File: src/frx_pkg.sv
// Shared types, codes and defaults for the firmware image receiver.
// No dependencies; every other file refers to it by scoped names.

package frx_pkg;

  // Default geometry of the staging flash region (pages and sectors are powers of two)
  localparam int unsigned DEF_PAGE_BYTES   = 256;
  localparam int unsigned DEF_SECTOR_BYTES = 4096;
  localparam int unsigned DEF_STAGE_BYTES  = 458752;
  localparam int unsigned DEF_STAGE_BASE   = 1572864;

  // Reflected CRC-32 polynomial
  localparam logic [31:0] CRC_POLY = 32'hEDB8_8320;

  // Field widths
  localparam int unsigned SIZE_W = 19;
  localparam int unsigned CRC_W  = 32;
  localparam int unsigned ADDR_W = 21;
  localparam int unsigned LEN_W  = 8;
  localparam int unsigned BYTE_W = 8;
  localparam int unsigned CODE_W = 3;

  // Configuration register indexes
  localparam logic CFG_TOTAL_SIZE   = 1'b0;
  localparam logic CFG_EXPECTED_CRC = 1'b1;

  // Reset values of the configuration registers
  localparam logic [SIZE_W-1:0] TOTAL_SIZE_RST   = 19'd1;
  localparam logic [CRC_W-1:0]  EXPECTED_CRC_RST = 32'd0;

  typedef enum logic [1:0] {
    OP_BEGIN  = 2'd0,
    OP_HEADER = 2'd1,
    OP_DATA   = 2'd2,
    OP_COMMIT = 2'd3
  } op_t;

  // Sticky error codes as reported
  localparam logic [CODE_W-1:0] ERR_NONE  = 3'd0;
  localparam logic [CODE_W-1:0] ERR_BUSY  = 3'd1;
  localparam logic [CODE_W-1:0] ERR_SIZE  = 3'd2;
  localparam logic [CODE_W-1:0] ERR_FRAME = 3'd3;
  localparam logic [CODE_W-1:0] ERR_CRC   = 3'd4;

  // Reported phase codes
  localparam logic [CODE_W-1:0] ST_IDLE   = 3'd0;
  localparam logic [CODE_W-1:0] ST_RECV   = 3'd1;
  localparam logic [CODE_W-1:0] ST_READY  = 3'd2;
  localparam logic [CODE_W-1:0] ST_FAILED = 3'd3;
  localparam logic [CODE_W-1:0] ST_COMMIT = 3'd4;

  typedef enum logic [4:0] {
    PH_IDLE   = 5'b00001,
    PH_RECV   = 5'b00010,
    PH_READY  = 5'b00100,
    PH_FAILED = 5'b01000,
    PH_COMMIT = 5'b10000
  } phase_t;

  typedef struct packed {
    op_t               op;
    logic [SIZE_W-1:0] chunk_offset;
    logic [LEN_W-1:0]  chunk_length;
    logic [BYTE_W-1:0] data_byte;
    logic              capture_busy;
  } item_t;

  typedef struct packed {
    logic              accepted;
    logic [CODE_W-1:0] error_code;
    logic [CODE_W-1:0] update_state;
    logic [SIZE_W-1:0] bytes_stored;
    logic [CRC_W-1:0]  actual_crc;
    logic              erase_request;
    logic [SIZE_W-1:0] erase_length;
    logic              write_valid;
    logic [ADDR_W-1:0] write_address;
    logic [BYTE_W-1:0] write_data;
    logic              page_flush;
    logic              commit_go;
  } result_t;

  function automatic logic [CODE_W-1:0] phase_code(input phase_t ph);
    logic [CODE_W-1:0] code;
    case (ph)
      PH_IDLE:   code = ST_IDLE;
      PH_RECV:   code = ST_RECV;
      PH_READY:  code = ST_READY;
      PH_FAILED: code = ST_FAILED;
      PH_COMMIT: code = ST_COMMIT;
      default:   code = ST_IDLE;
    endcase
    return code;
  endfunction

endpackage

File: src/firmware_image_receiver_unit.sv
// Top level of the firmware image receiver: configuration registers,
// input and result registers, handshakes. Depends on frx_pkg and frx_ctrl.
//
//   channel  | ports                                   | direction | handshake
//   ---------+-----------------------------------------+-----------+------------------
//   in_      | op, chunk_offset, chunk_length,         | sink      | in_valid/in_ready
//            | data_byte, capture_busy                 |           |
//   out_     | accepted ... commit_go (12 fields)      | source    | out_valid/out_ready
//   cfg_     | cfg_we, cfg_index, cfg_wdata            | sink      | write on cfg_we
//
// One transaction per cycle sustained while out_ready is held high. A
// transaction waits in the input register, then the decision logic
// (byte-wide CRC, count compare, phase update) loads the result register
// once that register is free or being taken; the result then shows on
// out_ and can be taken with out_ready.
// Synchronous active-low reset clears phase, counters, error and valid flags
// and presets the CRC to all ones; total_size resets to 1 and expected_crc to 0.
// A stalled result holds the result register; the input register then holds
// its transaction and in_ready drops until the result is taken.

module firmware_image_receiver_unit #(
  parameter int unsigned PAGE_BYTES   = frx_pkg::DEF_PAGE_BYTES,
  parameter int unsigned SECTOR_BYTES = frx_pkg::DEF_SECTOR_BYTES,
  parameter int unsigned STAGE_BYTES  = frx_pkg::DEF_STAGE_BYTES,
  parameter int unsigned STAGE_BASE   = frx_pkg::DEF_STAGE_BASE
) (
  input  logic                         clk,
  input  logic                         rst_n,
  // configuration
  input  logic                         cfg_we,
  input  logic                         cfg_index,
  input  logic [frx_pkg::CRC_W-1:0]    cfg_wdata,
  // input channel
  input  logic                         in_valid,
  output logic                         in_ready,
  input  logic [1:0]                   in_op,
  input  logic [frx_pkg::SIZE_W-1:0]   in_chunk_offset,
  input  logic [frx_pkg::LEN_W-1:0]    in_chunk_length,
  input  logic [frx_pkg::BYTE_W-1:0]   in_data_byte,
  input  logic                         in_capture_busy,
  // result channel
  output logic                         out_valid,
  input  logic                         out_ready,
  output logic                         out_accepted,
  output logic [frx_pkg::CODE_W-1:0]   out_error_code,
  output logic [frx_pkg::CODE_W-1:0]   out_update_state,
  output logic [frx_pkg::SIZE_W-1:0]   out_bytes_stored,
  output logic [frx_pkg::CRC_W-1:0]    out_actual_crc,
  output logic                         out_erase_request,
  output logic [frx_pkg::SIZE_W-1:0]   out_erase_length,
  output logic                         out_write_valid,
  output logic [frx_pkg::ADDR_W-1:0]   out_write_address,
  output logic [frx_pkg::BYTE_W-1:0]   out_write_data,
  output logic                         out_page_flush,
  output logic                         out_commit_go
);

  logic [frx_pkg::SIZE_W-1:0] total_size_r;
  logic [frx_pkg::CRC_W-1:0]  expected_crc_r;

  logic              in_vld_r;
  frx_pkg::item_t    item_r;
  logic              out_vld_r;
  frx_pkg::result_t  res_r;
  frx_pkg::result_t  res_nxt;

  logic in_fire;
  logic step_en;

  // Advance the input register whenever the result register is free or draining
  assign step_en  = in_vld_r && (!out_vld_r || out_ready);
  assign in_ready = !in_vld_r || step_en;
  assign in_fire  = in_valid && in_ready;

  // Configuration writes: take the low bits of the data for the size register
  always_ff @(posedge clk) begin
    if (!rst_n) begin
      total_size_r   <= frx_pkg::TOTAL_SIZE_RST;
      expected_crc_r <= frx_pkg::EXPECTED_CRC_RST;
    end else if (cfg_we) begin
      case (cfg_index)
        frx_pkg::CFG_TOTAL_SIZE:   total_size_r   <= cfg_wdata[frx_pkg::SIZE_W-1:0];
        frx_pkg::CFG_EXPECTED_CRC: expected_crc_r <= cfg_wdata;
        default:                   total_size_r   <= total_size_r;
      endcase
    end
  end

  // Input register: hold a transaction until the decision stage takes it
  always_ff @(posedge clk) begin
    if (!rst_n) begin
      in_vld_r <= 1'b0;
    end else if (in_fire) begin
      in_vld_r <= 1'b1;
    end else if (step_en) begin
      in_vld_r <= 1'b0;
    end
  end

  always_ff @(posedge clk) begin
    if (in_fire) begin
      item_r.op           <= frx_pkg::op_t'(in_op);
      item_r.chunk_offset <= in_chunk_offset;
      item_r.chunk_length <= in_chunk_length;
      item_r.data_byte    <= in_data_byte;
      item_r.capture_busy <= in_capture_busy;
    end
  end

  frx_ctrl #(
    .PAGE_BYTES   (PAGE_BYTES),
    .SECTOR_BYTES (SECTOR_BYTES),
    .STAGE_BYTES  (STAGE_BYTES),
    .STAGE_BASE   (STAGE_BASE)
  ) u_ctrl (
    .clk          (clk),
    .rst_n        (rst_n),
    .step_en      (step_en),
    .item         (item_r),
    .total_size   (total_size_r),
    .expected_crc (expected_crc_r),
    .result       (res_nxt)
  );

  // Result register: load on each step, drop valid once taken
  always_ff @(posedge clk) begin
    if (!rst_n) begin
      out_vld_r <= 1'b0;
    end else if (step_en) begin
      out_vld_r <= 1'b1;
    end else if (out_ready) begin
      out_vld_r <= 1'b0;
    end
  end

  always_ff @(posedge clk) begin
    if (step_en) begin
      res_r <= res_nxt;
    end
  end

  assign out_valid         = out_vld_r;
  assign out_accepted      = res_r.accepted;
  assign out_error_code    = res_r.error_code;
  assign out_update_state  = res_r.update_state;
  assign out_bytes_stored  = res_r.bytes_stored;
  assign out_actual_crc    = res_r.actual_crc;
  assign out_erase_request = res_r.erase_request;
  assign out_erase_length  = res_r.erase_length;
  assign out_write_valid   = res_r.write_valid;
  assign out_write_address = res_r.write_address;
  assign out_write_data    = res_r.write_data;
  assign out_page_flush    = res_r.page_flush;
  assign out_commit_go     = res_r.commit_go;

endmodule

File: src/frx_crc.sv
// Byte-wide update of a reflected CRC-32 register (eight shift steps).
// Depends on frx_pkg for the polynomial and widths.

module frx_crc (
  input  logic [frx_pkg::CRC_W-1:0]  crc_in,
  input  logic [frx_pkg::BYTE_W-1:0] data,
  output logic [frx_pkg::CRC_W-1:0]  crc_out
);

  always_comb begin
    logic [frx_pkg::CRC_W-1:0] c;
    c = crc_in ^ {{(frx_pkg::CRC_W-frx_pkg::BYTE_W){1'b0}}, data};
    for (int i = 0; i < frx_pkg::BYTE_W; i++) begin
      c = c[0] ? ((c >> 1) ^ frx_pkg::CRC_POLY) : (c >> 1);
    end
    crc_out = c;
  end

endmodule

File: src/frx_ctrl.sv
// Receiver state (phase, byte count, CRC, sticky error, bytes left in chunk) and
// the per-transaction decision logic. Depends on frx_pkg and frx_crc.

module frx_ctrl #(
  parameter int unsigned PAGE_BYTES   = frx_pkg::DEF_PAGE_BYTES,
  parameter int unsigned SECTOR_BYTES = frx_pkg::DEF_SECTOR_BYTES,
  parameter int unsigned STAGE_BYTES  = frx_pkg::DEF_STAGE_BYTES,
  parameter int unsigned STAGE_BASE   = frx_pkg::DEF_STAGE_BASE
) (
  input  logic                             clk,
  input  logic                             rst_n,
  input  logic                             step_en,
  input  frx_pkg::item_t                   item,
  input  logic [frx_pkg::SIZE_W-1:0]       total_size,
  input  logic [frx_pkg::CRC_W-1:0]        expected_crc,
  output frx_pkg::result_t                 result
);

  localparam int unsigned WW = frx_pkg::ADDR_W;
  localparam logic [WW-1:0]              SEC_MASK   = WW'(SECTOR_BYTES - 1);
  localparam logic [WW-1:0]              STAGE_LIM  = WW'(STAGE_BYTES);
  localparam logic [WW-1:0]              BASE_ADDR  = WW'(STAGE_BASE);
  localparam logic [frx_pkg::SIZE_W-1:0] PAGE_MASK  = frx_pkg::SIZE_W'(PAGE_BYTES - 1);

  frx_pkg::phase_t                  phase_r, phase_nxt;
  logic [frx_pkg::SIZE_W-1:0]       count_r, count_nxt;
  logic [frx_pkg::CRC_W-1:0]        crc_r, crc_nxt;
  logic [frx_pkg::CODE_W-1:0]       err_r, err_nxt;
  logic [frx_pkg::LEN_W-1:0]        left_r, left_nxt;

  logic [frx_pkg::CRC_W-1:0]        crc_upd;
  logic [frx_pkg::SIZE_W-1:0]       count_inc;
  logic [WW-1:0]                    size_ext;
  logic [WW-1:0]                    chunk_end;
  logic [WW-1:0]                    erase_round;
  logic                             acc, erq, wv, pf, go;

  frx_crc u_crc (
    .crc_in  (crc_r),
    .data    (item.data_byte),
    .crc_out (crc_upd)
  );

  assign count_inc   = count_r + frx_pkg::SIZE_W'(1);
  assign size_ext    = WW'(total_size);
  assign chunk_end   = WW'(item.chunk_offset) + WW'(item.chunk_length);
  assign erase_round = (size_ext + SEC_MASK) & ~SEC_MASK;

  always_comb begin
    phase_nxt = phase_r;
    count_nxt = count_r;
    crc_nxt   = crc_r;
    err_nxt   = err_r;
    left_nxt  = left_r;
    acc = 1'b0;
    erq = 1'b0;
    wv  = 1'b0;
    pf  = 1'b0;
    go  = 1'b0;
    case (item.op)
      frx_pkg::OP_BEGIN: begin
        if (item.capture_busy) begin
          err_nxt = frx_pkg::ERR_BUSY;
        end else if (total_size == '0 || size_ext > STAGE_LIM) begin
          err_nxt = frx_pkg::ERR_SIZE;
        end else begin
          acc       = 1'b1;
          erq       = 1'b1;
          phase_nxt = frx_pkg::PH_RECV;
          count_nxt = '0;
          crc_nxt   = '1;
          err_nxt   = frx_pkg::ERR_NONE;
          left_nxt  = '0;
        end
      end
      frx_pkg::OP_HEADER: begin
        if (phase_r != frx_pkg::PH_RECV || item.chunk_length == '0 || left_r != '0 ||
            item.chunk_offset != count_r || chunk_end > size_ext) begin
          err_nxt = frx_pkg::ERR_FRAME;
        end else begin
          left_nxt = item.chunk_length;
          acc      = 1'b1;
        end
      end
      frx_pkg::OP_DATA: begin
        if (phase_r != frx_pkg::PH_RECV || left_r == '0 || count_r >= total_size) begin
          err_nxt = frx_pkg::ERR_FRAME;
        end else begin
          wv        = 1'b1;
          acc       = 1'b1;
          crc_nxt   = crc_upd;
          count_nxt = count_inc;
          left_nxt  = left_r - frx_pkg::LEN_W'(1);
          pf = ((count_inc & PAGE_MASK) == '0) || (count_inc == total_size);
          if (count_inc == total_size) begin
            if (~crc_upd == expected_crc) begin
              phase_nxt = frx_pkg::PH_READY;
            end else begin
              phase_nxt = frx_pkg::PH_FAILED;
              err_nxt   = frx_pkg::ERR_CRC;
              acc       = 1'b0;
            end
          end
        end
      end
      frx_pkg::OP_COMMIT: begin
        if (phase_r != frx_pkg::PH_READY || count_r != total_size) begin
          err_nxt = frx_pkg::ERR_FRAME;
        end else begin
          phase_nxt = frx_pkg::PH_COMMIT;
          go        = 1'b1;
          acc       = 1'b1;
        end
      end
      default: begin
        err_nxt = err_r;
      end
    endcase
  end

  always_comb begin
    result.accepted      = acc;
    result.error_code    = err_nxt;
    result.update_state  = frx_pkg::phase_code(phase_nxt);
    result.bytes_stored  = count_nxt;
    result.actual_crc    = ~crc_nxt;
    result.erase_request = erq;
    result.erase_length  = erq ? erase_round[frx_pkg::SIZE_W-1:0] : '0;
    result.write_valid   = wv;
    result.write_address = wv ? (BASE_ADDR + WW'(count_r)) : '0;
    result.write_data    = wv ? item.data_byte : '0;
    result.page_flush    = pf;
    result.commit_go     = go;
  end

  always_ff @(posedge clk) begin
    if (!rst_n) begin
      phase_r <= frx_pkg::PH_IDLE;
      count_r <= '0;
      crc_r   <= '1;
      err_r   <= frx_pkg::ERR_NONE;
      left_r  <= '0;
    end else if (step_en) begin
      phase_r <= phase_nxt;
      count_r <= count_nxt;
      crc_r   <= crc_nxt;
      err_r   <= err_nxt;
      left_r  <= left_nxt;
    end
  end

endmodule
File: config.mk
export PLATFORM = sky130hd
export DESIGN_NAME = firmware_image_receiver_unit
export DESIGN_NICKNAME = d
export VERILOG_FILES = /design/src/frx_pkg.sv /design/src/firmware_image_receiver_unit.sv /design/src/frx_crc.sv /design/src/frx_ctrl.sv
export SDC_FILE = /design/constraint.sdc
export NUM_CORES = 1
export LEC_CHECK = 0
export BUFFER_PORTS_ARGS = -buffer_cell sky130_fd_sc_hd__buf_2
export CAP_MARGIN = 20
export CORE_ASPECT_RATIO = 1.25
export CORE_MARGIN = 4
export CORE_UTILIZATION = 46
export DETAILED_ROUTE_END_ITERATION = 10
export MAX_ROUTING_LAYER = met4
export PLACE_DENSITY = 0.69
export SLEW_MARGIN = 20
export SYNTH_ARGS = -nofsm -noshare
export SYNTH_HDL_FRONTEND = slang
export SYNTH_SLANG_ARGS = --single-unit
export TNS_END_PERCENT = 20
File: constraint.sdc
create_clock -name clk -period 5.2 [get_ports clk]
set_clock_uncertainty 0.05 [all_clocks]
set_input_delay 0.78 -clock clk [delete_from_list [all_inputs] [get_ports clk]]
set_output_delay 0.78 -clock clk [all_outputs]
set_load 0.01 [all_outputs]
# After elaboration in Yosys (flattened, before gate mapping)
# Index checks and enable logic that the tools add are counted.
[op_classes]
addsub = 5
n_reduce_logical = 28
bitwise = 13
mux = 52
n_lt_le_gt_ge = 3
n_eq_ne = 17
[ops]
columns = ["cell", "n"]
rows = [
  ["2-to-1 mux 32 bit", 11],
  ["inverter 13 -> 14 bit", 8],
  ["inverter 32 bit", 2],
  ["case mux 32 bit (2 select lines)", 1],
  ["2-to-1 mux 19 bit", 3],
  ["logical NOT 19 bit", 2],
  ["!= test 19 bit", 2],
  ["case mux 19 bit (2 select lines)", 1],
  ["equality test 32 bit", 1],
  ["2-to-1 mux 8 bit", 4],
  ["bitwise XOR 32 x 8 -> 32 bit", 1],
  ["2-to-1 mux 5 bit", 5],
  ["case mux 3 bit (4 select lines)", 2],
  ["case mux 8 bit (3 select lines)", 1],
  ["adder 20 x 20 -> 21 bit (first input constant)", 1],
  ["> comparator 21 x 19 -> 1 bit", 1],
  ["adder 19 x 8 -> 20 bit", 1],
  ["adder 19 x 1 -> 19 bit (second input constant)", 1],
  ["adder 19 x 12 -> 19 bit (second input constant)", 1],
  ["equality test 19 bit", 1],
  [">= comparator 19 bit", 1],
  ["> comparator 19 bit (second input constant)", 1],
  ["2-to-1 mux 3 bit", 6],
  ["logical NOT 8 bit", 2],
  ["other kinds (26)", 58],
]
[word_totals]
elab_cells = 145
regBits = 268
out_inout_bits = 112

# Logic depth before layout (Yosys ltp)
[logic_depth]
word_depth = 25
ltp_mapped = 22
ltp_nobuf = 21

# Modules after synthesis
# A second synthesis with hierarchy kept.
[hier_totals]
hier_cells = 1389
hier_area_um2 = 14696.6
[modules_own_cells]
columns = ["module", "instances", "seq_area_each_um2", "area_per_inst_um2", "cells_per_inst"]
rows = [
  ["frx_ctrl", 1, 1341.3, 7216.9, 958],
  ["firmware_image_receiver_unit", 1, 5505.3, 6518.8, 365],
  ["frx_crc", 1, 0.0, 960.9, 66],
]

# Worst setup path after synthesis
# OpenSTA, ideal clock, no wires.
[synth_path]
path_type = "register to register"
start = "register item_r[9] (netlist name)"
end = "register u_ctrl.left_r[1] (netlist name)"
setup_time_ns = 0.071
path_stages_with_launch = 21
t_arrival_ns = 4.593
slack_ns = 0.486
synth_period_minus_slack_ns = 4.714
required_time_ns = 5.079
cell_sequence = "edfxtp_1 > ha_1 > fa_1 > a21o_1 > a21oi_1 > o21bai_1 > a21oi_1 > o21bai_1 > a21oi_1 > nor2_1 > xor2_1 > ha_1 > nand4_1 > or4_1 > o22ai_1 > a211oi_1 > o41ai_1 > o2111ai_1 > clkbuf_1 > or2_2 > a21oi_1"
[synth_between]
elab_chain_len = 7
word_cells_on_any_way = 9
cone_classes = "add/sub (1); order compare (1); eq/ne (1); reduce/logical (6)"
[synth_lines]
columns = ["item", "line", "source"]
rows = [
  ["from (decl)", "firmware_image_receiver_unit.sv:62", "frx_pkg::item_t item_r;"],
  ["parallel branches: the longest is 4 deep, another holds > comparator 21 x 19 -> 1 bit", "n/a", ""],
  ["logical OR 1 bit *", "frx_ctrl.sv:78", "item.chunk_offset != count_r || chunk_end > size_ext) begin"],
  ["!= test 2 bit (no line) *", "n/a", ""],
  ["AND reduction 6 bit (no line) *", "n/a", ""],
  ["to (signal assigned)", "frx_ctrl.sv:148", "left_r <= left_nxt;"],
  ["to (decl)", "frx_ctrl.sv:29", "logic [frx_pkg::LEN_W-1:0] left_r, left_nxt;"],
]
# Mark *: on every way between the ends.
# A chain may end at the register's enable or synchronous reset.

# Worst setup path in the final report
[layout_path]
start = "register item_r[9] (netlist name)"
end = "register u_ctrl.left_r[5] (netlist name)"
# The elaborated chain is that of the path after synthesis.

==> metrics.txt <==
status complete, no violations; core area 31100 um2; hold_buf cts 0; Final setup viols 0; setup TNS 0 ns; Total GRT Usage 24.7%; Initial Utilization 46.9%; fraction of layout cells with a size suffix above 1 approximately 18%; Cell Pwr Density 312 nW/um2; most common cell in the netlist nand2_1; die area approximately 35000 um2; crit-path max FO 9; Commonest cells post-synth nand2_1, a21oi_1, edfxtp_1; DRT Wirelength 43100 um; Post-Syn Area 14600 um2; worst slew pin tran 1.07 ns; Fin Hold WS 0.357 ns; Post-Place Cells 2044; unrepaired setup endpoints after global routing no; placed instance area 15900 um2; Sink Count roughly 260; Yosys cell types 82; Peak supply drop 255 uV; Post-synth ARST share 0%; Fmax 0.205 GHz; largest net degree at the start of global routing between 50 and 60; Hold Crit Class primary input to register; Final Util a little over half; EDFF count, synth 135; FF-to-FF path depth 22; Worst Path Arrival roughly 5.3 ns; total vias in the final route 11900; total of max-cap violations 0; DP Worst Slack 0.152 ns; Post-CTS Setup Repair Bufs 0; CTS H-tree lvls 1; minimum clock period 4.87 ns; Total Power 5.24 mW; wire per inst about 21 um; Leak Pwr 6.69 nW; Mapped Cells 1514; Overflow after GRT 0; Worst-path clk slew ~0.06 ns; Core Rows 72; Synth-to-Final Area Change 15.0%; Yosys warning total 0; Crit. End Element register; CTS tree done; Reg area 6460 um2; DRC 0; hold path cells 1; multi-input logic area 7580 um2; number of global-route vias before repair 11700; Setup CP Type register to register; Top Ports 188; relative slew slack 28.4%; finished layout cell area 16800 um2; HPWL Detailed 32400 um; Fin. Hold Viols 0; Critical Path RT 5.62 ns; Syn Area/Cell 9.63 um2; startpoint types register; Synth area leaders edfxtp_1, dfxtp_1, xnor2_1, a21oi_1, ha_1; Seq cells post-synth roughly 260; most used flip-flop cell after synthesis edfxtp_1; final net count 1797; CTS buffer count 26; Final Max Slew Viols 0; Pre-Repair DR Iteration Count 5; final critical-path share of the clock period 93.7%; IO buf count 175; final setup margin 0.330 ns; routability cong. 0.942; Die Height 207 um; Skew-Pair Late Insertion Delay around 0.55 ns; clk buf depth 3; Via density 5.67; Synth top area share 27.8%; global-route wire length before repair 66100 um; post-route ant nets 0; final std cells w/o fill 2093; die width between 150 and 200 um; FILL cells ~2800; Clock Tree Root clkbuf_16; leading area contributor after synthesis edfxtp_1; Iter 0 DRT Violations 784; initial antenna violation count 0; antenna cells 0; sequential cell area fraction in the yosys report 44.3%
-- final cells by class --
type | count | area share [%]
Clock buffer | 38 | 4.82
Clock inverter | 10 | 0.328
Inverter | 46 | 1.04
Multi-Input combinational cell | 1124 | 45.2
Sequential cell | 255 | 38.5
Tap cell | 407 | 3.04
Timing Repair Buffer | 213 | 7.04
-- registers in the layout, summed over array words and instances (netlist names), 3 cells and up --
| signal | cells |
|---|---|
| u_ctrl.left_r | 8 |
| out_write_address | 20 |
| out_write_data | 8 |
| u_ctrl.count_r | 19 |
| total_size_r | 19 |
| expected_crc_r | 32 |
| out_bytes_stored | 19 |
| u_ctrl.err_r | 3 |
| item_r | 38 |
| u_ctrl.phase_r | 5 |
| out_actual_crc | 32 |
| u_ctrl.crc_r | 32 |
| out_update_state | 3 |
| out_error_code | 3 |
| out_erase_length | 7 |
-- worst paths after layout --
kind	to	startpoint	slack, ns
worst min-delay path	item_r[15]	in_chunk_length[6]	0.36
worst max register to register	u_ctrl.left_r[5]	item_r[9]	0.33
worst max-delay path	u_ctrl.left_r[5]	item_r[9]	0.33
worst min register to register	expected_crc_r[28]	expected_crc_r[28]	0.41
-- cells by family after synthesis --
logic type,synth area share [%]
and+or+nand+nor,16.6
AOI/OAI and AO/OA,15.3
DFF,44.3
xor gates and xnor gates,14.5
buffers and inverters,4.22
adders and majority gates,4.77
muxes,0.283
other,0.0257
-- worst max-delay path, cell delays in order, from the launching register on --
cell and delay [ns]:
edfxtp_1 0.40, ha_1 0.24, fa_1 0.41, a21o_1 0.19
a21oi_2 0.15, o21bai_1 0.10, a21oi_2 0.16, o21bai_1 0.08
a21oi_1 0.14, buf_4 0.15, nor2_1 0.05, xor2_1 0.15
ha_1 0.32, nand4_1 0.12, or4_1 0.53, o22ai_2 0.13
a31oi_1 0.10, o41ai_2 0.30, buf_4 0.16, o2111ai_1 0.11
buf_4 0.19, or3b_2 0.44, a21oi_1 0.15
-- layout by cell type (no fill, tap or decap), drive strengths merged, types with 5 or more instances in the layout --
master   instances
a21oi          153
xnor3           26
a21o            12
a22oi            7
ha              54
o211ai          19
edfxtp         135
nor2           127
o22ai           18
nand2b          12
a31oi            6
or3              9
and4             7
or3b             6
nor2b           11
a211oi           9
nor4            14
and2            34
nand2          179
nor3            30
xnor2          116
or2              5
buf            213
xor2            44
inv             47
o21a            15
o211a            5
o21ai           66
a2111oi          5
nand4           20
dfxtp          120
clkbuf          38
clkinv           9
o31ai           14
and3             7
nand3           31
conb            12
-- routing by layer --
layer / share of wire [%] / global-route usage, % / vias to the layer above / wire length, um
met5: 0 / - / - / 0
met4: 5.4 / 11.2 / 0 / 2320
met3: 5.8 / 3.03 / 112 / 2500
met2: 50 / 43.2 / 474 / 21700
met1: 38 / 28.4 / 5624 / 16600
li1: - / - / 5659 / -
-- report_power, final --
part | leakage (nW) | switching [mW] | total [mW] | internal [mW]
combinational | 4.00 | 0.586 | 1.05 | 0.467
sequential | 2.26 | 0.0944 | 2.32 | 2.22
clock | 0.432 | 0.789 | 1.87 | 1.08
-- repair_timing --
action | CTS | global route
endpoints found under the setup margin | 0 | 10
hold endpoints to repair | 0 | 0
gates resized for setup | 0 | 5
(Power assumes the default switching activity.)
